### config.mk
export PLATFORM = sky130hd
export DESIGN_NAME = kernel_log_line_parse_filter_flat
export DESIGN_NICKNAME = d
export VERILOG_FILES = /design/src/hw/rtl/klpf_pkg.sv /design/src/hw/rtl/klpf_stream_if.sv /design/src/hw/rtl/kernel_log_line_parse_filter.sv /design/src/flat_wrapper.sv
export VERILOG_INCLUDE_DIRS = /design/src /design/src/hw/rtl
export SDC_FILE = /design/constraint.sdc
export NUM_CORES = 2
export LEC_CHECK = 0
export BUFFER_PORTS_ARGS = -buffer_cell sky130_fd_sc_hd__clkbuf_2
export CELL_PAD_IN_SITES_DETAIL_PLACEMENT = 0
export CELL_PAD_IN_SITES_GLOBAL_PLACEMENT = 1
export CORE_MARGIN = 5
export CORE_UTILIZATION = 43
export CTS_CLUSTER_DIAMETER = 80
export DETAILED_ROUTE_END_ITERATION = 7
export HOLD_SLACK_MARGIN = 0.03
export PLACE_DENSITY_LB_ADDON = 0.1
export SYNTH_ARGS = -nofsm -noshare
export SYNTH_HDL_FRONTEND = slang
export SYNTH_SLANG_ARGS = --single-unit
### constraint.sdc
create_clock -name clk -period 12.5 [get_ports clk]
set_input_delay 0.625 -clock clk [delete_from_list [all_inputs] [get_ports clk]]
set_output_delay 0.625 -clock clk [all_outputs]
set_load 0.1 [all_outputs]
### src/hw/rtl/kernel_log_line_parse_filter_defines.svh
// Assertion helpers shared by the RTL of the log line parser.
`ifndef KERNEL_LOG_LINE_PARSE_FILTER_DEFINES_SVH
`define KERNEL_LOG_LINE_PARSE_FILTER_DEFINES_SVH

// Same-cycle implication, disabled while reset is high.
`define KLPF_ASSERT_NOW(label, clock, reset, ante, cons, msg) \
  label: assert property (@(posedge clock) disable iff (reset) (ante) |-> (cons)) \
    else $error(msg);

// Next-cycle implication, disabled while reset is high.
`define KLPF_ASSERT_NEXT(label, clock, reset, ante, cons, msg) \
  label: assert property (@(posedge clock) disable iff (reset) (ante) |=> (cons)) \
    else $error(msg);

`endif

### src/hw/rtl/klpf_pkg.sv
`default_nettype none

package klpf_pkg;

  // Where the parser stands within the prefixes of the current line.
  typedef enum logic [2:0] {
    PH_START,
    PH_PRI,
    PH_CHECK,
    PH_SPACE,
    PH_SECS,
    PH_FRAC,
    PH_AFTER,
    PH_BODY
  } parse_phase_t;

  typedef enum logic [1:0] {
    REG_LEVEL_FILTER,
    REG_FACILITY_FILTER,
    REG_SOURCE_MODE
  } reg_index_t;

  localparam int APB_ADDR_WIDTH = 4;

  localparam logic [1:0] SRC_KERNEL = 2'd0;
  localparam logic [1:0] SRC_USER   = 2'd1;

  localparam logic [7:0] CH_NEWLINE = 8'd10;
  localparam logic [7:0] CH_SPACE   = 8'h20;
  localparam logic [7:0] CH_DOT     = 8'h2E;
  localparam logic [7:0] CH_ZERO    = 8'h30;
  localparam logic [7:0] CH_NINE    = 8'h39;
  localparam logic [7:0] CH_LT      = 8'h3C;
  localparam logic [7:0] CH_GT      = 8'h3E;
  localparam logic [7:0] CH_LBRACK  = 8'h5B;
  localparam logic [7:0] CH_RBRACK  = 8'h5D;

  localparam logic [9:0]  PRIORITY_MAX   = 10'd1023;
  localparam logic [31:0] SECONDS_MAX    = 32'hFFFF_FFFF;
  localparam logic [23:0] MICROS_PER_SEC = 24'd1000000;
  localparam logic [51:0] STAMP_SAT      = 52'd4294967295000000;
  localparam logic [2:0]  FRAC_DIGITS    = 3'd6;
  localparam logic [2:0]  LEVEL_DEFAULT  = 3'd6;
  localparam logic [23:0] FACILITY_BITS  = 24'hFF_FFFF;
  localparam logic [7:0]  LEVEL_RESET    = 8'hFF;

  // Weight in microseconds of the fraction digit at position n.
  function automatic logic [16:0] frac_weight(input logic [2:0] n);
    logic [16:0] w;
    case (n)
      3'd0:    w = 17'd100000;
      3'd1:    w = 17'd10000;
      3'd2:    w = 17'd1000;
      3'd3:    w = 17'd100;
      3'd4:    w = 17'd10;
      3'd5:    w = 17'd1;
      default: w = 17'd0;
    endcase
    return w;
  endfunction

endpackage

`default_nettype wire

### src/hw/rtl/klpf_stream_if.sv
`default_nettype none

interface klpf_byte_if;
  logic       valid;
  logic       ready;
  logic [7:0] data_byte;
  logic       end_of_buffer;

  modport source (output valid, output data_byte, output end_of_buffer, input ready);
  modport sink (input valid, input data_byte, input end_of_buffer, output ready);
endinterface

interface klpf_line_if #(
  parameter int POSITION_WIDTH = 16
);
  logic                      valid;
  logic                      ready;
  logic                      line_passes;
  logic                      has_priority;
  logic [6:0]                facility_code;
  logic [2:0]                level_code;
  logic                      has_stamp;
  logic [51:0]               stamp_micros;
  logic [63:0]               delta_micros;
  logic [POSITION_WIDTH-1:0] message_offset;
  logic [POSITION_WIDTH-1:0] line_length;

  modport source (
    output valid, output line_passes, output has_priority, output facility_code,
    output level_code, output has_stamp, output stamp_micros, output delta_micros,
    output message_offset, output line_length, input ready
  );
  modport sink (
    input valid, input line_passes, input has_priority, input facility_code,
    input level_code, input has_stamp, input stamp_micros, input delta_micros,
    input message_offset, input line_length, output ready
  );
endinterface

`default_nettype wire

### src/hw/rtl/kernel_log_line_parse_filter.sv
// Log line parser and filter.
// The bytes channel takes one byte of a log buffer per transaction; a newline
// byte or a set end_of_buffer flag closes the open line. Each non-empty line
// yields one transaction on the lines channel with its priority, timestamp in
// microseconds, delta to the last passing timestamp, message offset, length
// and the verdict of the level, facility and kernel/user filters.
// Throughput is one byte per cycle while bytes.ready is high: every byte goes
// through a single pass of prefix decoding and constant-multiply accumulation
// between the parser registers. A result is registered in the output register
// when the byte ending its line is accepted, or in skid while the output is full.
// The result side has an output register plus one skid register, so bytes
// keep flowing while one result waits; bytes.ready drops only once both hold
// results, and rises again the cycle after the receiver takes one.
// Reset (synchronous, active high) clears the parser, the timestamp reference
// and both result registers, and loads the filters with their defaults. Users
// must write the filters over APB only while idle; the block does not check.
`default_nettype none

`include "kernel_log_line_parse_filter_defines.svh"

module kernel_log_line_parse_filter
  import klpf_pkg::*;
#(
  parameter int POSITION_WIDTH = 16,
  parameter int FACILITY_COUNT = 24
) (
  input  wire logic                      clk,
  input  wire logic                      rst,
  klpf_byte_if.sink                      bytes,
  klpf_line_if.source                    lines,
  input  wire logic                      psel,
  input  wire logic                      penable,
  input  wire logic                      pwrite,
  input  wire logic [APB_ADDR_WIDTH-1:0] paddr,
  input  wire logic [31:0]               pwdata,
  output logic [31:0]                    prdata,
  output logic                           pready
);

  localparam logic [6:0] FAC_LIMIT = 7'(FACILITY_COUNT);

  typedef struct packed {
    logic                      line_passes;
    logic                      has_priority;
    logic [6:0]                facility_code;
    logic [2:0]                level_code;
    logic                      has_stamp;
    logic [51:0]               stamp_micros;
    logic [63:0]               delta_micros;
    logic [POSITION_WIDTH-1:0] message_offset;
    logic [POSITION_WIDTH-1:0] line_length;
  } result_t;

  // Configuration registers
  logic [7:0]                level_filter;
  logic [FACILITY_COUNT-1:0] facility_filter;
  logic [1:0]                source_mode;

  // Parser state
  parse_phase_t              phase, phase_next, phase_eff;
  logic [9:0]                priority_accum, priority_accum_next;
  logic [31:0]               seconds_accum, seconds_accum_next;
  logic [2:0]                fraction_digits, fraction_digits_next;
  logic [51:0]               stamp_value, stamp_value_next;
  logic [POSITION_WIDTH-1:0] line_position;
  logic [POSITION_WIDTH-1:0] message_start, message_start_next;
  logic                      priority_seen, priority_seen_next;
  logic                      stamp_seen, stamp_seen_next;
  logic [51:0]               previous_stamp;

  // Result registers
  logic    out_valid, skid_valid;
  result_t out_data, skid_data, result;

  logic                      accept, pop, push, line_end, is_newline, is_digit;
  logic [7:0]                c;
  logic [3:0]                digit;
  logic [POSITION_WIDTH-1:0] pos_inc, pos_after_space;
  logic [13:0]               priority_wide;
  logic [35:0]               seconds_wide;
  logic [55:0]               stamp_wide;
  logic [19:0]               frac_term;
  logic                      cfg_write;

  logic                      fin_prio_seen, fin_stamp_seen, fin_body, pass;
  logic [POSITION_WIDTH-1:0] fin_len, fin_msg;
  logic [6:0]                fin_fac;
  logic [2:0]                fin_lev;
  logic [FACILITY_COUNT-1:0] fac_bits;

  assign c          = bytes.data_byte;
  assign is_newline = (c == CH_NEWLINE);
  assign is_digit   = (c >= CH_ZERO) && (c <= CH_NINE);
  assign digit      = is_digit ? c[3:0] : 4'd0;
  assign line_end   = is_newline || bytes.end_of_buffer;

  assign bytes.ready = !skid_valid;
  assign accept      = bytes.valid && bytes.ready;
  assign pop         = out_valid && lines.ready;

  assign pos_inc         = (&line_position) ? line_position : line_position + 1'b1;
  assign pos_after_space = (c == CH_SPACE) ? pos_inc : line_position;

  // Multiply-by-ten accumulators are shift-and-add on narrow values.
  assign priority_wide = ({4'd0, priority_accum} << 3) + ({4'd0, priority_accum} << 1)
                         + 14'(digit);
  assign seconds_wide  = ({4'd0, seconds_accum} << 3) + ({4'd0, seconds_accum} << 1)
                         + 36'(digit);
  assign stamp_wide    = ({4'd0, stamp_value} << 3) + ({4'd0, stamp_value} << 1)
                         + 56'(24'(digit) * MICROS_PER_SEC);
  assign frac_term     = 20'(digit) * 20'(frac_weight(fraction_digits));

  // A byte that does not continue the current prefix falls through to the
  // next check, exactly as the fall-through in the parse order.
  always_comb begin
    phase_eff = phase;
    if (phase == PH_START && c != CH_LT) begin
      phase_eff = PH_CHECK;
    end else if (phase == PH_PRI && !is_digit && c != CH_GT) begin
      phase_eff = PH_CHECK;
    end else if (phase == PH_SPACE && c != CH_SPACE) begin
      phase_eff = PH_SECS;
    end
  end

  always_comb begin
    phase_next = phase;
    unique case (phase_eff)
      PH_START: phase_next = PH_PRI;
      PH_PRI:   phase_next = is_digit ? PH_PRI : PH_CHECK;
      PH_CHECK: phase_next = (c == CH_LBRACK) ? PH_SPACE : PH_BODY;
      PH_SPACE: phase_next = PH_SPACE;
      PH_SECS: begin
        if (is_digit) begin
          phase_next = PH_SECS;
        end else if (c == CH_DOT) begin
          phase_next = PH_FRAC;
        end else if (c == CH_RBRACK) begin
          phase_next = PH_AFTER;
        end else begin
          phase_next = PH_BODY;
        end
      end
      PH_FRAC: begin
        if (is_digit) begin
          phase_next = PH_FRAC;
        end else if (c == CH_RBRACK) begin
          phase_next = PH_AFTER;
        end else begin
          phase_next = PH_BODY;
        end
      end
      PH_AFTER: phase_next = PH_BODY;
      PH_BODY:  phase_next = PH_BODY;
      default:  phase_next = PH_BODY;
    endcase
  end

  always_comb begin
    priority_accum_next  = priority_accum;
    priority_seen_next   = priority_seen;
    seconds_accum_next   = seconds_accum;
    fraction_digits_next = fraction_digits;
    stamp_value_next     = stamp_value;
    stamp_seen_next      = stamp_seen;
    message_start_next   = message_start;
    unique case (phase_eff)
      PH_PRI: begin
        if (is_digit) begin
          priority_accum_next = (priority_wide > 14'(PRIORITY_MAX)) ? PRIORITY_MAX
                                                                    : priority_wide[9:0];
        end else begin
          priority_seen_next = 1'b1;
        end
      end
      PH_CHECK: begin
        if (c != CH_LBRACK) begin
          message_start_next = line_position;
        end
      end
      PH_SECS: begin
        // The stamp register tracks seconds times one million while the
        // seconds digits arrive, so no wide multiply is needed at the end.
        if (is_digit) begin
          if (seconds_wide > 36'(SECONDS_MAX)) begin
            seconds_accum_next = SECONDS_MAX;
            stamp_value_next   = STAMP_SAT;
          end else begin
            seconds_accum_next = seconds_wide[31:0];
            stamp_value_next   = stamp_wide[51:0];
          end
        end else if (c == CH_RBRACK) begin
          stamp_seen_next = 1'b1;
        end else if (c != CH_DOT) begin
          message_start_next = pos_after_space;
        end
      end
      PH_FRAC: begin
        if (is_digit) begin
          if (fraction_digits < FRAC_DIGITS) begin
            stamp_value_next     = stamp_value + 52'(frac_term);
            fraction_digits_next = fraction_digits + 3'd1;
          end
        end else if (c == CH_RBRACK) begin
          stamp_seen_next = 1'b1;
        end else begin
          message_start_next = pos_after_space;
        end
      end
      PH_AFTER: message_start_next = pos_after_space;
      default: ;
    endcase
  end

  // Line close. A newline is not fed to the parser; a last byte is fed first.
  // Priority and stamp values never change on the byte that marks them seen.
  always_comb begin
    fin_len        = is_newline ? line_position : pos_inc;
    fin_body       = is_newline ? (phase == PH_BODY) : (phase_next == PH_BODY);
    fin_msg        = is_newline ? message_start : message_start_next;
    fin_prio_seen  = is_newline ? priority_seen : priority_seen_next;
    fin_stamp_seen = is_newline ? stamp_seen : stamp_seen_next;
    fin_fac        = fin_prio_seen ? priority_accum[9:3] : 7'd0;
    fin_lev        = fin_prio_seen ? priority_accum[2:0] : LEVEL_DEFAULT;
    fac_bits       = facility_filter >> fin_fac;

    pass = 1'b1;
    if (facility_filter != '0) begin
      if (fin_fac >= FAC_LIMIT || !fac_bits[0]) begin
        pass = 1'b0;
      end
    end
    if (fin_prio_seen) begin
      if (source_mode != SRC_USER && fin_fac != 7'd0) begin
        pass = 1'b0;
      end
      if (source_mode != SRC_KERNEL && fin_fac == 7'd0) begin
        pass = 1'b0;
      end
      if (!level_filter[fin_lev]) begin
        pass = 1'b0;
      end
    end

    result.line_passes    = pass;
    result.has_priority   = fin_prio_seen;
    result.facility_code  = fin_fac;
    result.level_code     = fin_lev;
    result.has_stamp      = fin_stamp_seen;
    result.stamp_micros   = fin_stamp_seen ? stamp_value : 52'd0;
    result.delta_micros   = fin_stamp_seen ? ({12'd0, stamp_value} - {12'd0, previous_stamp})
                                           : 64'd0;
    result.message_offset = fin_body ? fin_msg : fin_len;
    result.line_length    = fin_len;
  end

  assign push = accept && line_end && (fin_len != '0);

  always_ff @(posedge clk) begin
    if (rst) begin
      phase           <= PH_START;
      priority_accum  <= '0;
      seconds_accum   <= '0;
      fraction_digits <= '0;
      stamp_value     <= '0;
      line_position   <= '0;
      message_start   <= '0;
      priority_seen   <= 1'b0;
      stamp_seen      <= 1'b0;
      previous_stamp  <= '0;
    end else begin
      if (accept) begin
        if (line_end) begin
          phase           <= PH_START;
          priority_accum  <= '0;
          seconds_accum   <= '0;
          fraction_digits <= '0;
          stamp_value     <= '0;
          line_position   <= '0;
          message_start   <= '0;
          priority_seen   <= 1'b0;
          stamp_seen      <= 1'b0;
        end else begin
          phase           <= phase_next;
          priority_accum  <= priority_accum_next;
          seconds_accum   <= seconds_accum_next;
          fraction_digits <= fraction_digits_next;
          stamp_value     <= stamp_value_next;
          line_position   <= pos_inc;
          message_start   <= message_start_next;
          priority_seen   <= priority_seen_next;
          stamp_seen      <= stamp_seen_next;
        end
      end
      if (push && pass && fin_stamp_seen) begin
        previous_stamp <= stamp_value;
      end
    end
  end

  // Output register with one skid entry behind it.
  always_ff @(posedge clk) begin
    if (rst) begin
      out_valid  <= 1'b0;
      skid_valid <= 1'b0;
    end else if (!out_valid || pop) begin
      if (skid_valid) begin
        out_valid  <= 1'b1;
        skid_valid <= 1'b0;
      end else begin
        out_valid <= push;
      end
    end else if (push) begin
      skid_valid <= 1'b1;
    end
  end

  always_ff @(posedge clk) begin
    if (!out_valid || pop) begin
      out_data <= skid_valid ? skid_data : result;
    end else if (push) begin
      skid_data <= result;
    end
  end

  assign lines.valid          = out_valid;
  assign lines.line_passes    = out_data.line_passes;
  assign lines.has_priority   = out_data.has_priority;
  assign lines.facility_code  = out_data.facility_code;
  assign lines.level_code     = out_data.level_code;
  assign lines.has_stamp      = out_data.has_stamp;
  assign lines.stamp_micros   = out_data.stamp_micros;
  assign lines.delta_micros   = out_data.delta_micros;
  assign lines.message_offset = out_data.message_offset;
  assign lines.line_length    = out_data.line_length;

  // APB register file
  assign pready    = 1'b1;
  assign cfg_write = psel && penable && pwrite && pready;

  always_ff @(posedge clk) begin
    if (rst) begin
      level_filter    <= LEVEL_RESET;
      facility_filter <= '0;
      source_mode     <= SRC_KERNEL;
    end else if (cfg_write) begin
      unique case (reg_index_t'(paddr[3:2]))
        REG_LEVEL_FILTER:    level_filter    <= pwdata[7:0];
        REG_FACILITY_FILTER: facility_filter <= FACILITY_COUNT'(pwdata & 32'(FACILITY_BITS));
        REG_SOURCE_MODE:     source_mode     <= pwdata[1:0];
        default: ;
      endcase
    end
  end

  always_comb begin
    unique case (reg_index_t'(paddr[3:2]))
      REG_LEVEL_FILTER:    prdata = 32'(level_filter);
      REG_FACILITY_FILTER: prdata = 32'(facility_filter);
      REG_SOURCE_MODE:     prdata = 32'(source_mode);
      default:             prdata = 32'd0;
    endcase
  end

  `KLPF_ASSERT_NOW(a_skid_behind_output, clk, rst, skid_valid, out_valid,
                   "skid entry without output entry")
  `KLPF_ASSERT_NOW(a_offset_in_line, clk, rst, out_valid,
                   out_data.message_offset <= out_data.line_length,
                   "message offset beyond line length")
  `KLPF_ASSERT_NOW(a_no_empty_line, clk, rst, out_valid, out_data.line_length != '0,
                   "result for an empty line")
  `KLPF_ASSERT_NEXT(a_line_cleared, clk, rst, accept && line_end,
                    (phase == PH_START) && (line_position == '0),
                    "parser not cleared after line end")

endmodule

`default_nettype wire

### src/flat_wrapper.sv
// flat-port wrapper written by rule: the top's interface ports become plain ports
module kernel_log_line_parse_filter_flat import klpf_pkg::*;
#(
  parameter int POSITION_WIDTH = 16,
  parameter int FACILITY_COUNT = 24
)
  (clk, rst, psel, penable, pwrite, paddr, pwdata, prdata, pready, bytes_valid, bytes_data_byte, bytes_end_of_buffer, bytes_ready, lines_valid, lines_line_passes, lines_has_priority, lines_facility_code, lines_level_code, lines_has_stamp, lines_stamp_micros, lines_delta_micros, lines_message_offset, lines_line_length, lines_ready);
  klpf_byte_if bytes_i ();
  klpf_line_if #(.POSITION_WIDTH(POSITION_WIDTH)) lines_i ();
  input  wire logic clk;
  input  wire logic rst;
  input  wire logic psel;
  input  wire logic penable;
  input  wire logic pwrite;
  input  wire logic [APB_ADDR_WIDTH-1:0] paddr;
  input  wire logic [31:0] pwdata;
  output logic [31:0] prdata;
  output logic pready;
  input wire logic [$bits(bytes_i.valid)-1:0] bytes_valid;
  input wire logic [$bits(bytes_i.data_byte)-1:0] bytes_data_byte;
  input wire logic [$bits(bytes_i.end_of_buffer)-1:0] bytes_end_of_buffer;
  output wire logic [$bits(bytes_i.ready)-1:0] bytes_ready;
  output wire logic [$bits(lines_i.valid)-1:0] lines_valid;
  output wire logic [$bits(lines_i.line_passes)-1:0] lines_line_passes;
  output wire logic [$bits(lines_i.has_priority)-1:0] lines_has_priority;
  output wire logic [$bits(lines_i.facility_code)-1:0] lines_facility_code;
  output wire logic [$bits(lines_i.level_code)-1:0] lines_level_code;
  output wire logic [$bits(lines_i.has_stamp)-1:0] lines_has_stamp;
  output wire logic [$bits(lines_i.stamp_micros)-1:0] lines_stamp_micros;
  output wire logic [$bits(lines_i.delta_micros)-1:0] lines_delta_micros;
  output wire logic [$bits(lines_i.message_offset)-1:0] lines_message_offset;
  output wire logic [$bits(lines_i.line_length)-1:0] lines_line_length;
  input wire logic [$bits(lines_i.ready)-1:0] lines_ready;
  assign bytes_i.valid = bytes_valid;
  assign bytes_i.data_byte = bytes_data_byte;
  assign bytes_i.end_of_buffer = bytes_end_of_buffer;
  assign bytes_ready = bytes_i.ready;
  assign lines_valid = lines_i.valid;
  assign lines_line_passes = lines_i.line_passes;
  assign lines_has_priority = lines_i.has_priority;
  assign lines_facility_code = lines_i.facility_code;
  assign lines_level_code = lines_i.level_code;
  assign lines_has_stamp = lines_i.has_stamp;
  assign lines_stamp_micros = lines_i.stamp_micros;
  assign lines_delta_micros = lines_i.delta_micros;
  assign lines_message_offset = lines_i.message_offset;
  assign lines_line_length = lines_i.line_length;
  assign lines_i.ready = lines_ready;
  kernel_log_line_parse_filter #(.POSITION_WIDTH(POSITION_WIDTH), .FACILITY_COUNT(FACILITY_COUNT)) u_core (.clk(clk), .rst(rst), .bytes(bytes_i), .lines(lines_i), .psel(psel), .penable(penable), .pwrite(pwrite), .paddr(paddr), .pwdata(pwdata), .prdata(prdata), .pready(pready));
endmodule
Word level (Yosys, flattened, before mapping)
Cells that the tools add are included.
{"block": "word_totals", "word_cells": 205, "output_inout_bits": 196, "regBits": 544, "in_bits": 52}
{"block": "op_classes", "order_cmp": 7, "n_addsub": 10, "n_mul": 2, "eq_ne": 32, "n_reduce_logical": 49, "shifts": 1, "bitwise_logic": 1, "muxes": 70}
{"op": "$mux W52", "n": 6}
{"op": "$mux W16", "n": 13}
{"op": "$mux W161", "n": 1}
{"op": "$mux W32", "n": 4}
{"op": "$pmux W52 S2", "n": 1}
{"op": "$pmux W17 S6", "n": 1}
{"op": "$pmux W24 S3", "n": 1}
{"op": "$mux W64", "n": 1}
{"op": "$pmux W16 S4", "n": 1}
{"op": "$sub A52 B52 Y53", "n": 1}
{"op": "$add A52 B20 Y52", "n": 1}
{"op": "$add A52 B24 Y52", "n": 1}
{"op": "$add A52 B52 Y52", "n": 1}
{"op": "$mux W10", "n": 4}
{"op": "$mux W3", "n": 13}
{"op": "$add A35 B33 Y36", "n": 1}
{"op": "$add A36 B4 Y36", "n": 1}
{"op": "$gt A36 B32 Y1 const B", "n": 1}
{"op": "$ne A8 B6 Y1 const B", "n": 4}
{"op": "$eq A3 B3 Y1 const B", "n": 8}
{"op": "$reduce_bool A24 Y1", "n": 1}
{"op": "$shr A24 B7 Y1", "n": 1}
{"op": "$pmux W3 S7", "n": 1}
{"op": "$mul A4 B17 Y20", "n": 1}
{"op": "43 further kinds", "n": 103}

Logic depth before layout (Yosys ltp)
{"block": "logic_depth", "word_depth": 22, "ltp_mapped": 36, "depth_no_buf": 34}

Worst setup path after synthesis
Ideal clock, no wire load.
{"block": "synth_path", "path_kind": "input-to-reg", "from": "input port lines_ready", "to": "register u_core.skid_data[0] (netlist bit), enable pin", "n_path_buf": 0, "path_slack_ns": -1.089, "setup_ns": 1.559, "arrival_time_ns": 12.030, "required_ns": 10.941, "path_stages": 2, "cell_sequence": "nand2b_1 > nor2_1"}
{"block": "synth_via", "elab_chain_len": 4}
{"element": "from (decl)", "line": "flat_wrapper.sv:33", "source": "input wire logic [$bits(lines_i.ready)-1:0] lines_ready;"}
{"element": "$logic_and A1 B1 Y1", "line": "kernel_log_line_parse_filter.sv:99", "source": "assign pop = out_valid && lines.ready;"}
{"element": "$logic_or A1 B1 Y1", "line": "kernel_log_line_parse_filter.sv:319", "source": "if (!out_valid || pop) begin"}
{"element": "$not A1 Y1 (no line)"}
{"element": "$reduce_and A2 Y1 (no line)"}
{"element": "to (signal assigned)", "line": "kernel_log_line_parse_filter.sv:322", "source": "skid_data <= result;"}
{"element": "to (decl)", "line": "kernel_log_line_parse_filter.sv:73", "source": "result_t out_data, skid_data, result;"}
Every way passes these cells.
A chain may end at the register's enable or synchronous reset.

Worst setup path in the final report
{"block": "layout_path", "from": "input port bytes_data_byte[5]", "to": "register u_core.stamp_value[40]"}
{"block": "layout_via", "elab_chain_len": 10, "word_cells_on_any_way": 36, "classes_between": "add/sub: 3; mul: 2; order compare: 3; eq/ne: 9; mux: 10; reduce/logical: 9"}
{"element": "from (decl)", "line": "flat_wrapper.sv:20", "source": "input wire logic [$bits(bytes_i.data_byte)-1:0] bytes_data_byte;"}
{"element": "branches (longest 10 deep; another with $add A52 B20 Y52)"}
{"element": "to (signal assigned)", "line": "kernel_log_line_parse_filter.sv:288", "source": "stamp_value <= stamp_value_next;"}
{"element": "to (decl)", "line": "kernel_log_line_parse_filter.sv:64", "source": "logic [51:0] stamp_value, stamp_value_next;"}
Several ways; the timed one is not identified. The select of a mux whose other input is x is not followed.

==> flow_metrics.tcl <==
set metrics [dict create \
    clk_latency_ns 0.61 \
    pwr_density_cell_nw_per_um2 113 \
    drc_errors 0 \
    critical_path.max_stage_delay_ns 0.64 \
    synth_cells 3674 \
    drive_gt1_share_pct 13.4 \
    maxCapViolations 0 \
    max_slew_margin_pct 27.0 \
    fin_skew_ns 0.0251 \
    wl_per_cell_um 19.5 \
    final_common_cell "nand2_1" \
    final_hold_viol_count 0 \
    cts.repair.resized 0 \
    post-cts-setup-buffers 0 \
    area_delta_synth_final_pct 12.1 \
    finalCritPeriodShare_pct 69.8 \
    numCtsBuffers 67 \
    yosysUniqueCellTypes 103 \
    finalCriticalPeriod_ns 8.73 \
    peakVddDrop_mv 0.0964 \
    min_path_type "in2reg" \
    synth_seq_cells 522 \
    wl_mm 95.8 \
    start_util_pct 43.5 \
    synth_warnings 0 \
    setup_ws_ns 3.77 \
    synth-edff-count 300 \
    crit_path_max_fanout 11 \
    crit_type "in2reg" \
    grt_pass1_vias 27000 \
    die_w_um 293 \
    p_leak_nw 17.4 \
    setup_tns_ns 0 \
    antenna_found_initial 1 \
    seq_area_frac_synth_pct 39.1 \
    cts_tree "yes" \
    cts_hold_buf 0 \
    cp_data_arrival_time_ns 9.22 \
    outcome "finished clean" \
    cts_buffer_depth 3 \
    dr.pass1.iters 5 \
    rows 103 \
    whs_ns 0.240 \
    yosys_most_used_dff "edfxtp_1" \
    fin_nets 4199 \
    detail-route-antenna-nets 0 \
    gr-total-overflow 0 \
    die_h_um 293 \
    crit_path_top_delay_cell "fa_1" \
    drtIter0Drc 1954 \
    avgSynthCellArea_um2 9.37 \
    place_worst_setup_slack_ns 3.13 \
    rsz0062_at_grt "no" \
    cts.sinks 522 \
    vias 27600 \
    dieArea_um2 85800 \
    boundaryPins 248 \
    cp-end-kind "flip-flop" \
    dp_hpwl_mm 69.2 \
    routabilityCongestion 0.890 \
    clkSlewWorstSetupHoldPaths_ns 0.05 \
    via_per_inst 5.59 \
    drv_slew 0 \
    io_buffer_count 228 \
    finalSetupViolations 0 \
    syn_area_um2 34400 \
    crit_path_frequent_cell "a21o_1" \
    core_um2 79100 \
    fmax_ghz 0.115 \
    grt_util_all_layers_pct 21.6 \
    worst_slew_pin_slew_ns 1.09 \
    critPathLaunchType "primary input" \
    mostFrequentLayoutCells "nand2_1, nor2_1, edfxtp_1, a21oi_1, ha_1" \
    cts_max_level 3 \
    critPathRequiredTime_ns 12.99 \
    clock-root-buffer "clkbuf_16" \
    diodes 0 \
    rrSetupSlack_ns 4.11 \
    p_total_w 0.00436 \
    grt_start_max_net_pins 94 \
    async_flop_share_pct 0 \
    grt_pass1_wl_mm 151 \
]
Yosys cell counts, types with 42 or more instances:
cell / n / share of area (%)
ha_1: 282 / 10
inv_1: 210 / 2.3
xor2_1: 69 / 1.8
xnor2_1: 114 / 2.9
a21oi_1: 283 / 4.1
o31ai_1: 67 / 1.5
a21o_1: 103 / 2.2
nor3_1: 57 / 0.83
fa_1: 42 / 2.4
and2_1: 78 / 1.4
nor2_1: 355 / 3.9
mux2i_1: 69 / 2.0
nand3_1: 69 / 1.0
edfxtp_1: 300 / 26
nand2_1: 363 / 4.0
dfxtp_1: 222 / 13
o21ai_0: 184 / 2.7
clkbuf_1: 144 / 1.6
mux2_2: 91 / 3.0
final timing paths:
| check | from | cells past startpoint | to |
|---|---|---|---|
| setup / recovery | bytes_data_byte[5] | 33 | u_core.stamp_value[40]$_SDFFE_PP0P_ |
| hold / removal | pwdata[8] | 3 | u_core.facility_filter[8]$_SDFFE_PP0P_ |
| setup reg to reg | u_core.fraction_digits[2]$_SDFFE_PP0P_ | 32 | u_core.stamp_value[40]$_SDFFE_PP0P_ |
| hold reg to reg | u_core.source_mode[1]$_SDFFE_PP0P_ | 2 | u_core.source_mode[1]$_SDFFE_PP0P_ |
registers in the layout, summed over array words and instances (netlist names), 24 cells and up:
signal                     count
u_core.stamp_value            52
u_core.facility_filter        24
u_core.lines.stamp_micros     52
u_core.previous_stamp         52
u_core.seconds_accum          32
u_core.skid_data             150
u_core.lines.delta_micros     53
report_power, final:
part	internal, W	total, W	switching [W]	leakage (nW)
Sequential	0.00184	0.00186	0.0000152	4.94
Clock	0.00126	0.00207	0.000802	1.15
Combinational	0.0000716	0.000435	0.000363	11.3
critical path, delay by kind of cell:
kind                     cells  cell delay [ns]
XOR/XNOR                     1             0.16
buffers and inverters        3             0.84
adder cells (fa/ha/maj)      4             1.70
AND/OR/NAND/NOR              8             2.43
AO/OA/AOI/OAI               17             3.48
per-layer routing:
metal	up-vias	track usage, %	part of all wire, %
met5	-	0	0
met4	0	6.66	2.9
met3	145	2.80	4.3
met2	589	36.7	48
met1	13400	29.0	45
li1	13500	-	-
area by class of cell:
type                       count  area (um2)
tap                         1050        1310
inverter                     214         806
clock inverter                45         631
clock buffer                  78        1740
timing repair buffer         267        1440
fill                        7616       40600
sequential                   522       13500
multi-input combinational   2751       19200
through the flow:
stage	util [%]	cell area, um2	std cells
final	48.8	38600	4927
after global routing	48.8	38600	4927
after CTS	48.8	38600	4927
after detailed placement	45.8	36200	4804
after global placement	45.8	36200	4804
after floorplan	-	34400	3683
cells by family after synthesis:
family	share of synthesized area, %
xor+xnor	4.70
buf+inv	5.42
simple gates	15.2
fa+ha+maj	12.7
mux	5.36
compound gates	17.5
flops	39.1
other cells	0.0218
Note: power is estimated with default switching activity, not from simulation.
